`config.mk`:
```
export PLATFORM = sky130hd
export DESIGN_NAME = i2c_master_slave_event_controller
export DESIGN_NICKNAME = d
export VERILOG_FILES = /design/src/hdl/i2cmse_pkg.sv /design/src/hdl/i2c_master_slave_event_controller.sv
export SDC_FILE = /design/constraint.sdc
export NUM_CORES = 1
export LEC_CHECK = 0
export ABC_AREA = 0
export BUFFER_PORTS_ARGS = -buffer_cell sky130_fd_sc_hd__buf_4
export CORE_ASPECT_RATIO = 1.1
export CORE_MARGIN = 3
export CORE_UTILIZATION = 38
export CTS_BUF_LIST = sky130_fd_sc_hd__clkbuf_4 sky130_fd_sc_hd__clkbuf_8
export DETAILED_ROUTE_END_ITERATION = 7
export SYNTH_ARGS = -nofsm -noshare
export SYNTH_HDL_FRONTEND = slang
export SYNTH_SLANG_ARGS = --single-unit
```
`constraint.sdc`:
```
create_clock -name clk -period 16.9 [get_ports clk]
set_input_delay 0.845 -clock clk [delete_from_list [all_inputs] [get_ports clk]]
set_output_delay 0.845 -clock clk [all_outputs]
set_load 0.03 [all_outputs]
```
`src/hdl/i2cmse_pkg.sv`:
```
// Package for the I2C master/slave event controller: field widths, request,
// mode, bus action and bus status codes. No dependencies.
package i2cmse_pkg;

    localparam int BUFFER_DEPTH_DEF = 32;

    localparam int REQ_W    = 3;
    localparam int ADDR7_W  = 7;
    localparam int BYTE_W   = 8;
    localparam int QTY_W    = 6;
    localparam int STATUS_W = 5;
    localparam int ACTION_W = 3;
    localparam int MODE_W   = 3;
    localparam int COUNT_W  = 6;

    localparam logic [BYTE_W-1:0] IDLE_FILL_BYTE = 8'hFF;

    typedef enum logic [REQ_W-1:0] {
        REQ_OPEN_WRITE = 3'd0,
        REQ_PUSH_BYTE  = 3'd1,
        REQ_END_WRITE  = 3'd2,
        REQ_READ       = 3'd3,
        REQ_POP_BYTE   = 3'd4,
        REQ_BUS_EVENT  = 3'd5
    } req_t;

    typedef enum logic [MODE_W-1:0] {
        MODE_READY = 3'd0,
        MODE_MTX   = 3'd1,
        MODE_MRX   = 3'd2,
        MODE_SRX   = 3'd3,
        MODE_STX   = 3'd4
    } mode_t;

    typedef enum logic [ACTION_W-1:0] {
        ACT_NONE    = 3'd0,
        ACT_ACK     = 3'd1,
        ACT_NACK    = 3'd2,
        ACT_START   = 3'd3,
        ACT_STOP    = 3'd4,
        ACT_REP     = 3'd5,
        ACT_RELEASE = 3'd6
    } action_t;

    // Bus status codes, upper five bits of the status byte.
    localparam logic [STATUS_W-1:0] ST_BUS_ERROR        = 5'd0;
    localparam logic [STATUS_W-1:0] ST_START            = 5'd1;
    localparam logic [STATUS_W-1:0] ST_REP_START        = 5'd2;
    localparam logic [STATUS_W-1:0] ST_MT_SLA_ACK       = 5'd3;
    localparam logic [STATUS_W-1:0] ST_MT_SLA_NACK      = 5'd4;
    localparam logic [STATUS_W-1:0] ST_MT_DATA_ACK      = 5'd5;
    localparam logic [STATUS_W-1:0] ST_MT_DATA_NACK     = 5'd6;
    localparam logic [STATUS_W-1:0] ST_ARB_LOST         = 5'd7;
    localparam logic [STATUS_W-1:0] ST_MR_SLA_ACK       = 5'd8;
    localparam logic [STATUS_W-1:0] ST_MR_SLA_NACK      = 5'd9;
    localparam logic [STATUS_W-1:0] ST_MR_DATA_ACK      = 5'd10;
    localparam logic [STATUS_W-1:0] ST_MR_DATA_NACK     = 5'd11;
    localparam logic [STATUS_W-1:0] ST_SR_SLA_ACK       = 5'd12;
    localparam logic [STATUS_W-1:0] ST_SR_ARB_SLA_ACK   = 5'd13;
    localparam logic [STATUS_W-1:0] ST_SR_GCALL_ACK     = 5'd14;
    localparam logic [STATUS_W-1:0] ST_SR_ARB_GCALL_ACK = 5'd15;
    localparam logic [STATUS_W-1:0] ST_SR_DATA_ACK      = 5'd16;
    localparam logic [STATUS_W-1:0] ST_SR_DATA_NACK     = 5'd17;
    localparam logic [STATUS_W-1:0] ST_SR_GDATA_ACK     = 5'd18;
    localparam logic [STATUS_W-1:0] ST_SR_GDATA_NACK    = 5'd19;
    localparam logic [STATUS_W-1:0] ST_SR_STOP          = 5'd20;
    localparam logic [STATUS_W-1:0] ST_ST_SLA_ACK       = 5'd21;
    localparam logic [STATUS_W-1:0] ST_ST_ARB_SLA_ACK   = 5'd22;
    localparam logic [STATUS_W-1:0] ST_ST_DATA_ACK      = 5'd23;
    localparam logic [STATUS_W-1:0] ST_ST_DATA_NACK     = 5'd24;
    localparam logic [STATUS_W-1:0] ST_ST_LAST_DATA     = 5'd25;

endpackage

```
`src/hdl/i2c_master_slave_event_controller.sv`:
```
// I2C master/slave transfer sequencer driven by host requests and bus status events.
// Depends on i2cmse_pkg for widths, request, mode, action and status codes.
//
// Usage: the host and the bus interrupt logic share one input channel
// (in_valid/in_ready). Each word carries a request type with its fields: open
// write, push byte, end write, read request, pop byte, or a bus event (status
// code and received byte). Every accepted word yields exactly one result word on
// the output channel (out_valid/out_ready): the bus action to take, a byte to
// load for the bus, acceptance, popped data, receive count, mode and status.
// Throughput is one word per cycle while each result is taken; out_valid rises in
// the cycle after acceptance, with the registered read port of the buffer memory.
// The scalar state is decided in the cycle of acceptance, and the buffer is read
// at the same edge, so the next word can follow at once without forwarding.
// When the receiver stalls, the result is held in the output register and the
// read data register, and in_ready drops until the result is taken.
// Reset clears the mode to ready, the indices and flags, and sets the stop flag;
// the buffer is not cleared; the user must have it read only where written, and
// write role_slave via cfg_write_en/cfg_write_data only while idle (not enforced).
module i2c_master_slave_event_controller #(
    parameter int BUFFER_DEPTH = i2cmse_pkg::BUFFER_DEPTH_DEF
) (
    input  logic                               clk,
    input  logic                               rst_n,
    input  logic                               cfg_write_en,
    input  logic                               cfg_write_data,
    input  logic                               in_valid,
    output logic                               in_ready,
    input  logic [i2cmse_pkg::REQ_W-1:0]       req_type,
    input  logic [i2cmse_pkg::ADDR7_W-1:0]     target_address,
    input  logic [i2cmse_pkg::BYTE_W-1:0]      data_byte,
    input  logic [i2cmse_pkg::QTY_W-1:0]       quantity,
    input  logic                               send_stop,
    input  logic [i2cmse_pkg::STATUS_W-1:0]    status_code,
    input  logic [i2cmse_pkg::BYTE_W-1:0]      rx_data,
    output logic                               out_valid,
    input  logic                               out_ready,
    output logic [i2cmse_pkg::ACTION_W-1:0]    bus_action,
    output logic [i2cmse_pkg::BYTE_W-1:0]      bus_data,
    output logic                               bus_data_valid,
    output logic                               accepted,
    output logic [i2cmse_pkg::BYTE_W-1:0]      read_data,
    output logic [i2cmse_pkg::COUNT_W-1:0]     byte_count,
    output logic                               rx_done,
    output logic [i2cmse_pkg::MODE_W-1:0]      mode,
    output logic [i2cmse_pkg::STATUS_W-1:0]    last_status,
    output logic [i2cmse_pkg::COUNT_W-1:0]     bytes_available
);
    import i2cmse_pkg::*;

    // Counters must hold the depth itself; the memory index only the entries.
    localparam int CW = $clog2(BUFFER_DEPTH + 1);
    localparam int AW = (BUFFER_DEPTH > 1) ? $clog2(BUFFER_DEPTH) : 1;
    localparam int QW = (CW > QTY_W) ? CW : QTY_W;
    localparam logic [CW-1:0] DEPTH_C  = CW'(BUFFER_DEPTH);
    localparam logic [QW-1:0] DEPTH_QW = QW'(BUFFER_DEPTH);

    // Byte buffer, one write and one registered read per cycle.
    logic [BYTE_W-1:0] mem [BUFFER_DEPTH];
    logic [BYTE_W-1:0] mem_q_reg;
    logic              mem_we;
    logic [AW-1:0]     mem_waddr;
    logic [BYTE_W-1:0] mem_wdata;
    logic              mem_re;
    logic [AW-1:0]     mem_raddr;

    // Scalar state.
    logic              role_reg;
    logic [CW-1:0]     pos_reg,    pos_next;
    logic [CW-1:0]     fill_reg,   fill_next;
    mode_t             mode_reg,   mode_next;
    logic              stop_reg,   stop_next;
    logic              rep_reg,    rep_next;
    logic [BYTE_W-1:0] addr_reg,   addr_next;
    logic [STATUS_W-1:0] status_reg, status_next;

    // Result of the word being accepted.
    action_t           act_c;
    logic [BYTE_W-1:0] bdata_c;
    logic              bmem_c;
    logic              bvalid_c;
    logic              acc_c;
    logic              rmem_c;
    logic [COUNT_W-1:0] count_c;
    logic              done_c;
    logic [COUNT_W-1:0] avail_c;

    // Output register.
    logic              out_valid_reg;
    action_t           act_reg;
    logic [BYTE_W-1:0] bdata_reg;
    logic              bmem_reg;
    logic              bvalid_reg;
    logic              acc_reg;
    logic              rmem_reg;
    logic [COUNT_W-1:0] count_reg;
    logic              done_reg;
    mode_t             omode_reg;
    logic [STATUS_W-1:0] ostatus_reg;
    logic [COUNT_W-1:0] avail_reg;

    logic in_fire;
    logic qty_ok;
    logic pos_ok;

    assign in_ready = !out_valid_reg || out_ready;
    assign in_fire  = in_valid && in_ready;
    assign qty_ok   = (quantity != '0) && (QW'(quantity) <= DEPTH_QW);
    assign pos_ok   = (pos_reg < fill_reg) && (pos_reg < DEPTH_C);

    always_comb
    begin
        logic [CW:0] want;
        pos_next    = pos_reg;
        fill_next   = fill_reg;
        mode_next   = mode_reg;
        stop_next   = stop_reg;
        rep_next    = rep_reg;
        addr_next   = addr_reg;
        status_next = status_reg;
        act_c       = ACT_NONE;
        bdata_c     = '0;
        bmem_c      = 1'b0;
        bvalid_c    = 1'b0;
        acc_c       = 1'b0;
        rmem_c      = 1'b0;
        count_c     = '0;
        done_c      = 1'b0;
        mem_we      = 1'b0;
        mem_waddr   = pos_reg[AW-1:0];
        mem_wdata   = rx_data;
        mem_re      = 1'b0;
        mem_raddr   = pos_reg[AW-1:0];
        want        = '0;

        case (req_t'(req_type))
            REQ_OPEN_WRITE:
            begin
                if (!role_reg && mode_reg == MODE_READY)
                begin
                    mode_next = MODE_MTX;
                    addr_next = {target_address, 1'b0};
                    pos_next  = '0;
                    fill_next = '0;
                    acc_c     = 1'b1;
                end
            end
            REQ_PUSH_BYTE:
            begin
                if (fill_reg < DEPTH_C)
                begin
                    mem_we    = 1'b1;
                    mem_waddr = fill_reg[AW-1:0];
                    mem_wdata = data_byte;
                    fill_next = fill_reg + CW'(1);
                    acc_c     = 1'b1;
                end
            end
            REQ_END_WRITE, REQ_READ:
            begin
                if (!role_reg &&
                    ((req_t'(req_type) == REQ_END_WRITE && mode_reg == MODE_MTX) ||
                     (req_t'(req_type) == REQ_READ && mode_reg == MODE_READY && qty_ok)))
                begin
                    stop_next = send_stop;
                    acc_c     = 1'b1;
                    if (req_t'(req_type) == REQ_READ)
                    begin
                        mode_next = MODE_MRX;
                        pos_next  = '0;
                        fill_next = CW'(QW'(quantity) - QW'(1));
                        addr_next = {target_address, 1'b1};
                    end
                    // A pending repeated start goes straight to the address byte.
                    if (rep_reg)
                    begin
                        rep_next = 1'b0;
                        bdata_c  = addr_next;
                        bvalid_c = 1'b1;
                        act_c    = ACT_ACK;
                    end
                    else
                    begin
                        act_c = ACT_START;
                    end
                end
            end
            REQ_POP_BYTE:
            begin
                if (pos_ok)
                begin
                    mem_re   = 1'b1;
                    rmem_c   = 1'b1;
                    pos_next = pos_reg + CW'(1);
                    acc_c    = 1'b1;
                end
            end
            REQ_BUS_EVENT:
            begin
                status_next = status_code;
                case (status_code) inside
                    ST_START, ST_REP_START:
                    begin
                        bdata_c  = addr_reg;
                        bvalid_c = 1'b1;
                        act_c    = ACT_ACK;
                    end
                    ST_MT_SLA_ACK, ST_MT_DATA_ACK:
                    begin
                        if (pos_ok)
                        begin
                            mem_re   = 1'b1;
                            bmem_c   = 1'b1;
                            bvalid_c = 1'b1;
                            pos_next = pos_reg + CW'(1);
                            act_c    = ACT_ACK;
                        end
                        else
                        begin
                            mode_next = MODE_READY;
                            if (stop_reg)
                            begin
                                act_c = ACT_STOP;
                            end
                            else
                            begin
                                rep_next = 1'b1;
                                act_c    = ACT_REP;
                            end
                        end
                    end
                    ST_MT_SLA_NACK, ST_MT_DATA_NACK, ST_MR_SLA_NACK, ST_BUS_ERROR:
                    begin
                        act_c     = ACT_STOP;
                        mode_next = MODE_READY;
                    end
                    ST_ARB_LOST:
                    begin
                        act_c     = ACT_RELEASE;
                        mode_next = MODE_READY;
                    end
                    ST_MR_SLA_ACK, ST_MR_DATA_ACK:
                    begin
                        if (status_code == ST_MR_DATA_ACK && pos_reg < DEPTH_C)
                        begin
                            mem_we   = 1'b1;
                            pos_next = pos_reg + CW'(1);
                        end
                        act_c = (pos_next < fill_reg) ? ACT_ACK : ACT_NACK;
                    end
                    ST_MR_DATA_NACK:
                    begin
                        if (pos_reg < DEPTH_C)
                        begin
                            mem_we   = 1'b1;
                            pos_next = pos_reg + CW'(1);
                        end
                        mode_next = MODE_READY;
                        if (stop_reg)
                        begin
                            act_c = ACT_STOP;
                        end
                        else
                        begin
                            rep_next = 1'b1;
                            act_c    = ACT_REP;
                        end
                    end
                    [ST_SR_SLA_ACK:ST_SR_ARB_GCALL_ACK]:
                    begin
                        mode_next = MODE_SRX;
                        pos_next  = '0;
                        act_c     = ACT_ACK;
                    end
                    ST_SR_DATA_ACK, ST_SR_GDATA_ACK:
                    begin
                        if (pos_reg < DEPTH_C)
                        begin
                            mem_we   = 1'b1;
                            pos_next = pos_reg + CW'(1);
                            act_c    = ACT_ACK;
                        end
                        else
                        begin
                            act_c = ACT_NACK;
                        end
                    end
                    ST_SR_DATA_NACK, ST_SR_GDATA_NACK:
                    begin
                        act_c = ACT_NACK;
                    end
                    ST_SR_STOP:
                    begin
                        fill_next = pos_reg;
                        pos_next  = '0;
                        count_c   = COUNT_W'(pos_reg);
                        done_c    = 1'b1;
                        act_c     = ACT_RELEASE;
                        mode_next = MODE_READY;
                    end
                    ST_ST_SLA_ACK, ST_ST_ARB_SLA_ACK:
                    begin
                        // The buffer becomes a single idle byte, sent at once.
                        mode_next = MODE_STX;
                        mem_we    = 1'b1;
                        mem_waddr = '0;
                        mem_wdata = IDLE_FILL_BYTE;
                        fill_next = CW'(1);
                        pos_next  = CW'(1);
                        bvalid_c  = 1'b1;
                        bdata_c   = IDLE_FILL_BYTE;
                        act_c     = ACT_NACK;
                    end
                    ST_ST_DATA_ACK:
                    begin
                        bvalid_c = 1'b1;
                        if (pos_ok)
                        begin
                            mem_re   = 1'b1;
                            bmem_c   = 1'b1;
                            pos_next = pos_reg + CW'(1);
                        end
                        else
                        begin
                            bdata_c = IDLE_FILL_BYTE;
                        end
                        act_c = (pos_next < fill_reg) ? ACT_ACK : ACT_NACK;
                    end
                    ST_ST_DATA_NACK, ST_ST_LAST_DATA:
                    begin
                        act_c     = ACT_ACK;
                        mode_next = MODE_READY;
                    end
                    default:
                    begin
                    end
                endcase

                // Leaving master receive settles the count of bytes received.
                if (mode_reg == MODE_MRX && mode_next != MODE_MRX && !done_c)
                begin
                    want      = {1'b0, fill_next} + (CW + 1)'(1);
                    fill_next = ({1'b0, pos_next} < want) ? pos_next : want[CW-1:0];
                    pos_next  = '0;
                    count_c   = COUNT_W'(fill_next);
                end
            end
            default:
            begin
            end
        endcase

        avail_c = (fill_next > pos_next) ? COUNT_W'(fill_next - pos_next) : '0;
    end

    always_ff @(posedge clk)
    begin
        if (in_fire && mem_we)
        begin
            mem[mem_waddr] <= mem_wdata;
        end
        if (in_fire && mem_re)
        begin
            mem_q_reg <= mem[mem_raddr];
        end
    end

    always_ff @(posedge clk or negedge rst_n)
    begin
        if (!rst_n)
        begin
            role_reg   <= 1'b0;
            pos_reg    <= '0;
            fill_reg   <= '0;
            mode_reg   <= MODE_READY;
            stop_reg   <= 1'b1;
            rep_reg    <= 1'b0;
            addr_reg   <= '0;
            status_reg <= '0;
            out_valid_reg <= 1'b0;
        end
        else
        begin
            if (cfg_write_en)
            begin
                role_reg <= cfg_write_data;
            end
            if (in_fire)
            begin
                pos_reg    <= pos_next;
                fill_reg   <= fill_next;
                mode_reg   <= mode_next;
                stop_reg   <= stop_next;
                rep_reg    <= rep_next;
                addr_reg   <= addr_next;
                status_reg <= status_next;
                out_valid_reg <= 1'b1;
            end
            else if (out_ready)
            begin
                out_valid_reg <= 1'b0;
            end
        end
    end

    always_ff @(posedge clk)
    begin
        if (in_fire)
        begin
            act_reg     <= act_c;
            bdata_reg   <= bdata_c;
            bmem_reg    <= bmem_c;
            bvalid_reg  <= bvalid_c;
            acc_reg     <= acc_c;
            rmem_reg    <= rmem_c;
            count_reg   <= count_c;
            done_reg    <= done_c;
            omode_reg   <= mode_next;
            ostatus_reg <= status_next;
            avail_reg   <= avail_c;
        end
    end

    assign out_valid       = out_valid_reg;
    assign bus_action      = act_reg;
    assign bus_data        = bmem_reg ? mem_q_reg : bdata_reg;
    assign bus_data_valid  = bvalid_reg;
    assign accepted        = acc_reg;
    assign read_data       = rmem_reg ? mem_q_reg : '0;
    assign byte_count      = count_reg;
    assign rx_done         = done_reg;
    assign mode            = omode_reg;
    assign last_status     = ostatus_reg;
    assign bytes_available = avail_reg;

    // The indices never run past the buffer.
    a_index_range: assert property (@(posedge clk) disable iff (!rst_n)
        (pos_reg <= DEPTH_C) && (fill_reg <= DEPTH_C))
        else $error("buffer index beyond depth");

    // Every accepted word produces a result in the following cycle.
    a_one_result: assert property (@(posedge clk) disable iff (!rst_n)
        in_fire |=> out_valid_reg)
        else $error("accepted word without a result");

    // A finished slave receive leaves the block ready.
    a_done_ready: assert property (@(posedge clk) disable iff (!rst_n)
        (out_valid_reg && done_reg) |-> (omode_reg == MODE_READY))
        else $error("receive done while not ready");

    // A buffer byte is only presented together with a load request.
    a_mem_byte_loaded: assert property (@(posedge clk) disable iff (!rst_n)
        (out_valid_reg && bmem_reg) |-> (bvalid_reg && !rmem_reg))
        else $error("buffer byte routed without load request");

    // A popped byte always reports acceptance.
    a_pop_accepted: assert property (@(posedge clk) disable iff (!rst_n)
        (out_valid_reg && rmem_reg) |-> acc_reg)
        else $error("popped byte not marked accepted");

endmodule

```
### Word-level counts from Yosys, hierarchy flattened

Memory sizes are Yosys's and may differ from the RTL's. A register that Yosys moved wholly into a read port is not among the register bits.
Index checks and enable logic that the tools add are counted.
W data, S select, Z words.

* add/sub/neg operators: 5
* $lt $le $gt $ge: 10
* eq/ne operators: 37
* mux-type cells: 231
* reductions and logical operators: 38

Operator list (number)
* $mux W6: 68
* $mux W8: 32
* $mux W3: 30
* $mux W1: 69
* $mux W5: 13
* $eq A5 B5 Y1 const B: 10
* $pmux W6 S4: 2
* $pmux W8 S2: 3
* $eq A5 B3 Y1 const B: 4
* $eq A5 B4 Y1 const B: 4
* $lt A6 B6 Y1: 3
* $reduce_or A2 Y1: 8
* $ne A3 B2 Y1 const B: 5
* $logic_and A1 B1 Y1: 14
* $add A6 B1 Y6 const B: 2
* $lt A6 B6 Y1 const B: 2
* $mux W2: 6
* $eq A5 B2 Y1 const B: 2
* $pmux W5 S2: 1
* $eq A3 B2 Y1 const B: 3
* $pmux W3 S3: 1
* $reduce_and A9 Y1: 1
* $pmux W1 S2: 4
* $add A6 B1 Y7 const B: 1
* other kinds (23): 33

* bits in registers: 68
* bits in writable memories: 256
* input bits: 44
* output and inout bits: 44
* memories: 1

Memories
* mem: words 32, bits a word 8, rd ports 1, clocked after memory_dff 1, write ports 1, RTL line i2c_master_slave_event_controller.sv:58 `logic [BYTE_W-1:0] mem [BUFFER_DEPTH];`

### Logic depth before layout (Yosys ltp)

Gate-level depths: netlist (run 1).

* word-level depth: 34
* gate-level depth with buffers: 28

### Worst setup path after synthesis (run 1)

OpenSTA, ideal clock, no wires.

* path type: register to register
* start: register fill_reg[5]
* end: register avail_reg[4] (netlist: bytes_available[4]) (data pin)
* arrival time: 5.797 ns
* setup slack: 10.832 ns
* cell stages (with the launch flop): 27
* buffers on the path: 3
* period minus slack after synthesis: 6.068 ns
* path through: dfrtp_1 clkbuf_1 clkbuf_1 inv_1 ha_1 a21oi_1 o211a_1 o21ai_1 clkbuf_1 nor4_1 a311oi_1 a211oi_2 ha_1 a21o_1 a21o_1 a211o_1 nor2_1 a21o_2 mux2i_1 a21oi_1 fa_1 a21o_1 a21oi_1 nor2b_1 o21a_1 o22ai_1 nor3_1

* longest elaborated chain between the ends: 34
* elaborated cells between the ends (all ways): 63
* those cells by class: add/sub: 3; order compare: 4; eq/ne: 1; mux: 52; reduce/logical: 3

RTL lines
* start: declaration: RTL line i2c_master_slave_event_controller.sv:69 `logic [CW-1:0] fill_reg, fill_next;`
* start signal: assignment: RTL line i2c_master_slave_event_controller.sv:390 `fill_reg <= fill_next;`
* $lt A6 B6 Y1: RTL line i2c_master_slave_event_controller.sv:108 `assign pos_ok = (pos_reg < fill_reg) && (pos_reg < DEPTH_C);`
* $logic_and A1 B1 Y1: RTL line i2c_master_slave_event_controller.sv:108
* $mux W6: RTL line i2c_master_slave_event_controller.sv:209, i2c_master_slave_event_controller.sv:316
* $mux W6 (12 in series): RTL line i2c_master_slave_event_controller.sv:200 `case (status_code) inside`
* $mux W6: RTL line i2c_master_slave_event_controller.sv:135 `case (req_t'(req_type))`
* $mux W6 (12 in series): RTL line i2c_master_slave_event_controller.sv:200
* $mux W6: RTL line i2c_master_slave_event_controller.sv:135
* $lt A6 B7 Y1: RTL line i2c_master_slave_event_controller.sv:342 `fill_next = ({1'b0, pos_next} < want) ? pos_next : want[CW-1:0];`
* $mux W6: RTL line i2c_master_slave_event_controller.sv:342
* $mux W6: RTL line i2c_master_slave_event_controller.sv:339 `if (mode_reg == MODE_MRX && mode_next != MODE_MRX && !done_c)`
* $pmux W6 S4 *: RTL line i2c_master_slave_event_controller.sv:135
* named net fill_next[1]: RTL line i2c_master_slave_event_controller.sv:69
* $sub A6 B6 Y6 / $gt A6 B6 Y1 (equally long branches): RTL line i2c_master_slave_event_controller.sv:352 `avail_c = (fill_next > pos_next) ? COUNT_W'(fill_next - pos_next) : '0;`
* end signal: assignment: RTL line i2c_master_slave_event_controller.sv:419 `avail_reg <= avail_c;`
* end: declaration: RTL line i2c_master_slave_event_controller.sv:99 `logic [COUNT_W-1:0] avail_reg;`

Mark *: on every way through the listed nets, which the timed path passes. The rest lies on a longest branch. The select of a mux whose other input is x is not followed.
A chain may end at the register's enable or synchronous reset.

### Worst setup path after layout (run 1)

* start: register pos_reg[0]
* end: register avail_reg[4] (netlist: bytes_available[4]) (data pin)

* longest elaborated chain between the ends: 34
* elaborated cells between the ends (all ways): 70
* those cells by class: add/sub: 3; order compare: 4; eq/ne: 1; mux: 58; reduce/logical: 4

RTL lines
* start: declaration: RTL line i2c_master_slave_event_controller.sv:68 `logic [CW-1:0] pos_reg, pos_next;`
* start signal: assignment: RTL line i2c_master_slave_event_controller.sv:389 `pos_reg <= pos_next;`
* $lt A6 B6 Y1, on equally long branches: RTL line i2c_master_slave_event_controller.sv:108, i2c_master_slave_event_controller.sv:243, i2c_master_slave_event_controller.sv:252
* $logic_and A1 B1 Y1: RTL line i2c_master_slave_event_controller.sv:108
* $mux W6: RTL line i2c_master_slave_event_controller.sv:209, i2c_master_slave_event_controller.sv:316
* $mux W6 (12 in series): RTL line i2c_master_slave_event_controller.sv:200
* $mux W6: RTL line i2c_master_slave_event_controller.sv:135
* $mux W6 (12 in series): RTL line i2c_master_slave_event_controller.sv:200
* $mux W6: RTL line i2c_master_slave_event_controller.sv:135
* $lt A6 B7 Y1: RTL line i2c_master_slave_event_controller.sv:342
* $mux W6: RTL line i2c_master_slave_event_controller.sv:342
* $mux W6 *: RTL line i2c_master_slave_event_controller.sv:339
* $pmux W6 S4 *: RTL line i2c_master_slave_event_controller.sv:135
* named net fill_next[1]: RTL line i2c_master_slave_event_controller.sv:69
* $sub A6 B6 Y6 / $gt A6 B6 Y1 (equally long branches): RTL line i2c_master_slave_event_controller.sv:352

Marked as above.

==> impl_metrics.tcl, run 1 <==
set metrics [dict create \
    fmax_mhz 138 \
    cts_root_buf "clkbuf_8" \
    io_pins 88 \
    synth_area_um2 16400 \
    largest_reg_flops 256 \
    grt_remaining_overflow 0 \
    grt_max_degree 59 \
    yosys.area.top_type "edfxtp_1" \
    drv_slew 0 \
    ctsResizeCount 0 \
    slowest_delay_ns 0.97 \
    ys.flop_type "edfxtp_1" \
    place_congestion 0.926 \
    crit_arrival_ns 7.61 \
    wire_per_inst_um 24.1 \
    rrSetupSlack_ns 9.64 \
    first_iter_violations 1075 \
    placed_cells 1775 \
    finalNonFillerCells 1863 \
    vdd_ir_drop_max_uv 67.7 \
    final_area_um2 18500 \
    synth_top_area_share_pct 54.9 \
    grt_pass1_wl_um 68100 \
    dp_slack_ns 9.64 \
    critPathSlowestCell "dfrtp_4" \
    clockPowerShare_pct 26.3 \
    seqPwrFrac_pct 42.0 \
    initial_utilization_pct 38.6 \
    hold_buffers 0 \
    path_buf_inv 1 \
    rr_endpoint "bytes_available[4]$_SDFFCE_PP0P_" \
    synth_area_leaders "edfxtp_1 (55%), mux4_2 (11%), dfrtp_1 (4.7%), ha_1 (2.4%), nand2_1 (2.4%)" \
    rsz0062_at_grt "false" \
    ys_seq_elements 332 \
    p_sw_mw 0.829 \
    period_minus_slack_ns 7.26 \
    vias_per_cell 5.78 \
    ctsLongestPathBuffers 3 \
    timing.slew.headroom_pct 14.5 \
    drive_above_1_share_pct 23.8 \
    start_kind "flop" \
    skew_ns 0.0247 \
    fin_ws_ns 9.64 \
    netlist_top_cells_count "edfxtp_1 (300), nand2_1 (103), nor2_1 (96)" \
    clk_latency_ns 0.61 \
    crit_top_cell "a21o_1" \
    async_flop_share_pct 9.64 \
    die_w_um 204 \
    antenna_found_initial 0 \
    yosysMostFrequentCell "edfxtp_1" \
    grt_pass1_vias 10700 \
    syn_to_final_growth_pct 12.8 \
    die_h_um 224 \
    critPathTopFamily "compound AO/OA/AOI/OAI gates" \
    path_max_fanout 42 \
    cts_buffers 52 \
    clkTransAtPathRegs_ns 0.07 \
    setup_violations 0 \
    period_share_pct 43.0 \
    p_leak_nw 6.32 \
    h-tree-depth 2 \
    synthesis.instances 1185 \
    numClockSinks 332 \
    swShare_pct 33.9 \
    worst_pin_slew_ns 1.28 \
    portBuffers 87 \
    largest_register "mem" \
    fin_setup_tns_ns 0 \
    hpwl_um 30300 \
    postRouteAntennaNets 0 \
    routed_wl_um 45000 \
    crit_type "reg -> reg" \
    total_power_mw 2.44 \
    diodes 0 \
    cap_violations 0 \
    core_area_um2 42500 \
    r2r_cells 21 \
    fin_nets 1339 \
    synth.yosys.seq_area_share_pct 59.7 \
    fillers 3865 \
    pwr_density_cell_nw_per_um2 132 \
    synth_warnings 0 \
    avgSynthCellArea_um2 13.9 \
    drtPass1Iterations 7 \
    end_kind "flop" \
    cts_tree "done" \
    power_frac_comb_pct 31.6 \
    synth.distinct_cells 94 \
    vias 10800 \
    cts_setup_buffers 0 \
    crit_path_cell_trace "buf_4 > ha_1 > nand3_1 > or2_1 > a311oi_1 > a211oi_2 > ha_1 > a21o_1 > a21o_1 > a211o_1 > nor2_1 > a21o_2 > mux2i_1 > a21oi_1 > fa_1 > a21o_1 > a21oi_1 > nor2b_1 > o21a_1 > o22ai_1 > nor3_1" \
    synth_edf_count 300 \
    die_area_um2 45700 \
    internal-power_mw 1.61 \
    dpl_cell_area_um2 17600 \
    hold_path_class "in -> async" \
    drc 0 \
    synth_nets 1262 \
    row_count 79 \
    r2r-start "pos_reg[0]$_DFFE_PN0P_" \
    status "completed" \
    grtUsageTotal_pct 19.6 \
    required_ns 17.24 \
    final_hold_viol_count 0 \
]
cells by family (layout without fill, tap and decap cells):
| kind of cell | count (synthesis) | count (layout) | share of synthesized area, % |
|---|---|---|---|
| xor gates and xnor gates | 29 | 29 | 1.55 |
| muxes | 116 | 116 | 13.4 |
| AOI/OAI and AO/OA | 260 | 260 | 11.1 |
| adders and majority gates | 33 | 33 | 2.56 |
| DFF | 332 | 332 | 59.7 |
| and+or+nand+nor | 313 | 313 | 9.04 |
| buffers and inverters | 102 | 213 | 2.56 |
routing by layer:
metal / GRT usage [%] / vias up / routed length, um
li1: - / 4804 / -
met1: 25.1 / 5469 / 18500
met2: 33.7 / 392 / 22500
met3: 2.94 / 101 / 2440
met4: 7.22 / 0 / 1520
met5: 0 / - / 0
through the flow:
step | utilization (%) | hold WS [ns]
global placement | 41.3 | 0.458
detailed placement | 41.3 | 0.465
floorplan | - | 0.446
CTS | 43.6 | 0.158
global route | 43.6 | 0.201
finish | 43.6 | 0.203
power by group through the flow:
stage,clock network (mW),registers [mW],logic (mW)
after detailed placement,0,1.04,0.772
final,0.643,1.03,0.773
after floorplan,0,1.00,0.565
after global routing,0.696,1.03,0.831
after global placement,0,1.04,0.765
after CTS,0.665,1.03,0.775
how the worst max path moves through the flow:
stage	start	endpoint	cells after the start
6_report	pos_reg[0]$_DFFE_PN0P_	bytes_available[4]$_SDFFCE_PP0P_	21
5_1_grt	pos_reg[0]$_DFFE_PN0P_	bytes_available[4]$_SDFFCE_PP0P_	22
4_1_cts	pos_reg[0]$_DFFE_PN0P_	bytes_available[4]$_SDFFCE_PP0P_	21
3_5_place_dp	pos_reg[0]$_DFFE_PN0P_	bytes_available[4]$_SDFFCE_PP0P_	21
3_3_place_gp	pos_reg[0]$_DFFE_PN0P_	bytes_available[5]$_SDFFCE_PP0P_	22
2_1_floorplan	fill_reg[5]$_DFFE_PN0P_	bytes_available[4]$_SDFFCE_PP0P_	26
area by class of cell:
type                       count  area [um^2]  share of cell area [%]
sequential                   332         9820                    53.0
clock inverter                26          173                   0.932
inverter                      26         97.6                   0.527
timing repair buffer          99          743                    4.01
tap                          567          709                    3.83
clock buffer                  62          791                    4.27
multi-input combinational    751         6190                    33.4
cell usage in the layout, fill, tap and decap left out, types with 9 or more instances in the layout:
cell	instances
edfxtp_1	300
nand2_1	103
buf_4	99
nor2_1	96
mux4_2	80
a21oi_1	54
clkbuf_8	52
o21ai_0	38
ha_1	32
mux2_2	31
dfrtp_1	28
inv_1	24
a31oi_1	20
xnor2_1	18
nand3_1	16
clkinv_1	16
nor3_1	15
a21o_1	14
nand2b_1	13
and2_1	12
o21ai_1	12
xor2_1	11
nor2b_1	10
clkbuf_4	10
a221o_1	9
No activity file was read; power rests on OpenSTA's default activity.
==> run 2: changes to the inputs <==
--- a/config.mk
+++ b/config.mk
@@ -5,7 +5,7 @@
 export SDC_FILE = /design/constraint.sdc
 export NUM_CORES = 1
 export LEC_CHECK = 0
-export ABC_AREA = 0
+export ABC_AREA = 1
 export BUFFER_PORTS_ARGS = -buffer_cell sky130_fd_sc_hd__buf_4
 export CORE_ASPECT_RATIO = 1.1
 export CORE_MARGIN = 3
==> constraint.sdc (replaced) <==
create_clock -name clk -period 6.1 [get_ports clk]
set_input_delay 0.305 -clock clk [delete_from_list [all_inputs] [get_ports clk]]
set_output_delay 0.305 -clock clk [all_outputs]
set_load 0.03 [all_outputs]
==> impl_metrics.tcl, run 2 <==
set metrics [dict create \
    first_iter_violations 1104 \
    cts_setup_buffers 0 \
    fillers 4075 \
    timing.slew.headroom_pct 26.8 \
    dp_slack_ns 0.653 \
    grt_pass1_wl_um 75400 \
    seqPwrFrac_pct 39.4 \
    initial_utilization_pct 38.9 \
    final_hold_viol_count 0 \
    postRouteAntennaNets 0 \
    p_sw_mw 2.67 \
    io_pins 88 \
    yosys.area.top_type "edfxtp_1" \
    p_leak_nw 7.21 \
    cp_num_cells 32 \
    synth_area_leaders "edfxtp_1 (55%), o21ai_0 (6.9%), nand2_1 (6.6%), nor2_1 (6.0%), dfrtp_1 (4.8%)" \
    largest_reg_flops 256 \
    synth_area_um2 16300 \
    r2r-start "pos_reg[5]$_DFFE_PN0P_" \
    vias_per_cell 5.43 \
    setup_violations 0 \
    ys_seq_elements 332 \
    r2r_cells 32 \
    h-tree-depth 2 \
    crit_arrival_ns 5.84 \
    cts_tree "done" \
    die_w_um 203 \
    endpoint "bytes_available[5]$_SDFFCE_PP0P_" \
    rrSetupSlack_ns 0.64 \
    row_count 78 \
    pwr_density_cell_nw_per_um2 376 \
    crit_type "reg -> reg" \
    path_max_fanout 14 \
    hpwl_um 32300 \
    drv_slew 0 \
    grt_max_degree 109 \
    status "completed" \
    critPathSlowestCell "dfrtp_1" \
    required_ns 6.48 \
    grt_pass1_vias 12600 \
    synth.yosys.seq_area_share_pct 60.3 \
    power_frac_comb_pct 34.0 \
    drive_above_1_share_pct 14.3 \
    hold_path_class "in -> reg" \
    rsz0062_at_grt "false" \
    vdd_ir_drop_max_uv 152 \
    core_area_um2 41800 \
    drtPass1Iterations 5 \
    synthesis.instances 1660 \
    ys.flop_type "edfxtp_1" \
    syn_to_final_growth_pct 14.6 \
    fin_ws_ns 0.636 \
    grt_remaining_overflow 0 \
    grtUsageTotal_pct 21.4 \
    clkTransAtPathRegs_ns 0.06 \
    swShare_pct 38.1 \
    antenna_found_initial 0 \
    slowest_delay_ns 0.68 \
    yosysMostFrequentCell "edfxtp_1" \
    worst_pin_slew_ns 1.10 \
    clockPowerShare_pct 26.6 \
    avgSynthCellArea_um2 9.80 \
    largest_register "mem" \
    die_area_um2 45300 \
    place_congestion 0.919 \
    vias 12800 \
    drc 0 \
    period_minus_slack_ns 5.46 \
    wire_per_inst_um 20.8 \
    crit_start "pos_reg[5]$_DFFE_PN0P_" \
    cts_buffers 52 \
    synth_warnings 0 \
    critPathTopFamily "compound AO/OA/AOI/OAI gates" \
    routed_wl_um 49100 \
    numClockSinks 332 \
    path_buf_inv 6 \
    ctsLongestPathBuffers 3 \
    portBuffers 87 \
    rr_endpoint "bytes_available[5]$_SDFFCE_PP0P_" \
    synth_edf_count 300 \
    async_flop_share_pct 9.64 \
    final_common_cell "edfxtp_1" \
    internal-power_mw 4.34 \
    cap_violations 0 \
    start_kind "flop" \
    skew_ns 0.0350 \
    end_kind "flop" \
    clk_latency_ns 0.65 \
    synth_top_area_share_pct 55.4 \
    cts_root_buf "clkbuf_8" \
    netlist_top_cells_count "edfxtp_1 (300), nand2_1 (284), nor2_1 (259)" \
    diodes 0 \
    ctsResizeCount 0 \
    final_cell_mix "edfxtp_1 (300), nand2_1 (284), nor2_1 (259), o21ai_0 (224), inv_1 (112)" \
    crit_top_cell "nand2_1" \
    synth.distinct_cells 49 \
    fin_setup_tns_ns 0 \
    fmax_mhz 183 \
    seqCellArea_um2 9820 \
    multi_input_area_um2 5690 \
    holdPathStages 3 \
    fin_nets 1833 \
    period_share_pct 89.6 \
    die_h_um 223 \
    synth_nets 1737 \
]
[run 2: cell types whose count changed after synthesis, moves of 15 or more]
cell	delta
buf_2	-15
mux4_2	-80
o21ai_0	+186
mux2_2	-16
nand3_1	+52
o22ai_1	+77
nand2_1	+181
xnor2_1	-16
inv_1	+88
nor2_1	+163
a31oi_1	-19
clkbuf_1	+24
[run 2: logic make-up after synthesis]
logic type               Yosys count  share of synthesized area [%]
adder cells (fa/ha/maj)           33                           2.58
AO/OA/AOI/OAI                    403                           13.8
AND/OR/NAND/NOR                  661                           17.0
flip-flops                       332                           60.3
multiplexers                      15                           1.04
buffers and inverters            206                           4.79
XOR/XNOR                          10                          0.538
[run 2: repair_timing]
item	CTS	global route
endpoints found under the hold margin	44	0
endpoints found under the setup margin	0	0
hold buffers	13	0
[run 2: worst reg2reg max path, delay by kind of cell, from the launching register on]
family | cells | cell delay (ns)
DFF | 1 | 0.68
buffers and inverters | 6 | 0.56
AOI/OAI and AO/OA | 8 | 1.56
and+or+nand+nor | 14 | 1.36
adders and majority gates | 4 | 1.08
[run 2: area by class of cell]
cell class	count	area share, %
inverter	129	2.60
tap	560	3.76
clock buffer	72	4.64
multi-input combinational	1122	30.5
timing repair buffer	119	4.97
clock inverter	24	0.819
sequential	332	52.7
[run 2: power groups by stage]
stage / Combinational, mW / Sequential, mW / Clock, mW
3_5_place_dp: 2.35 / 2.81 / 0
5_1_grt: 2.66 / 2.77 / 2.01
6_report: 2.38 / 2.76 / 1.86
3_3_place_gp: 2.35 / 2.80 / 0
2_1_floorplan: 1.56 / 2.79 / 0
4_1_cts: 2.37 / 2.76 / 1.92
[run 2: worst min-delay path by stage]
stage	from	end
floorplan	rst_n	addr_reg[0]$_DFFE_PN0P_
detailed placement	rst_n	fill_reg[5]$_DFFE_PN0P_
finish	status_code[3]	last_status[3]$_DFFE_PP_
CTS	status_code[4]	last_status[4]$_DFFE_PP_
global placement	rst_n	fill_reg[5]$_DFFE_PN0P_
global route	status_code[3]	last_status[3]$_DFFE_PP_
[run 2: per-layer routing]
| metal | part of all wire (%) | up-vias | track usage, % |
|---|---|---|---|
| met2 | 47 | 508 | 35.1 |
| met1 | 42 | 6138 | 28.1 |
| li1 | - | 6023 | - |
| met5 | 0 | - | 0 |
| met4 | 4.0 | 0 | 8.66 |
| met3 | 7.4 | 129 | 4.09 |
[run 2: per-stage QoR]
| step | util [%] | power (mW) | hold WS, ns | instances | area [um^2] |
|---|---|---|---|---|---|
| 4_1_cts | 44.6 | 7.04 | 0.0445 | 2358 | 18600 |
| 3_3_place_gp | 41.9 | 5.15 | 0.312 | 2249 | 17500 |
| 2_1_floorplan | - | 4.35 | 0.00941 | 1660 | 16300 |
| 6_report | 44.6 | 7.01 | 0.101 | 2358 | 18600 |
| 3_5_place_dp | 41.9 | 5.16 | 0.308 | 2249 | 17500 |
| 5_1_grt | 44.6 | 7.44 | 0.0843 | 2358 | 18600 |
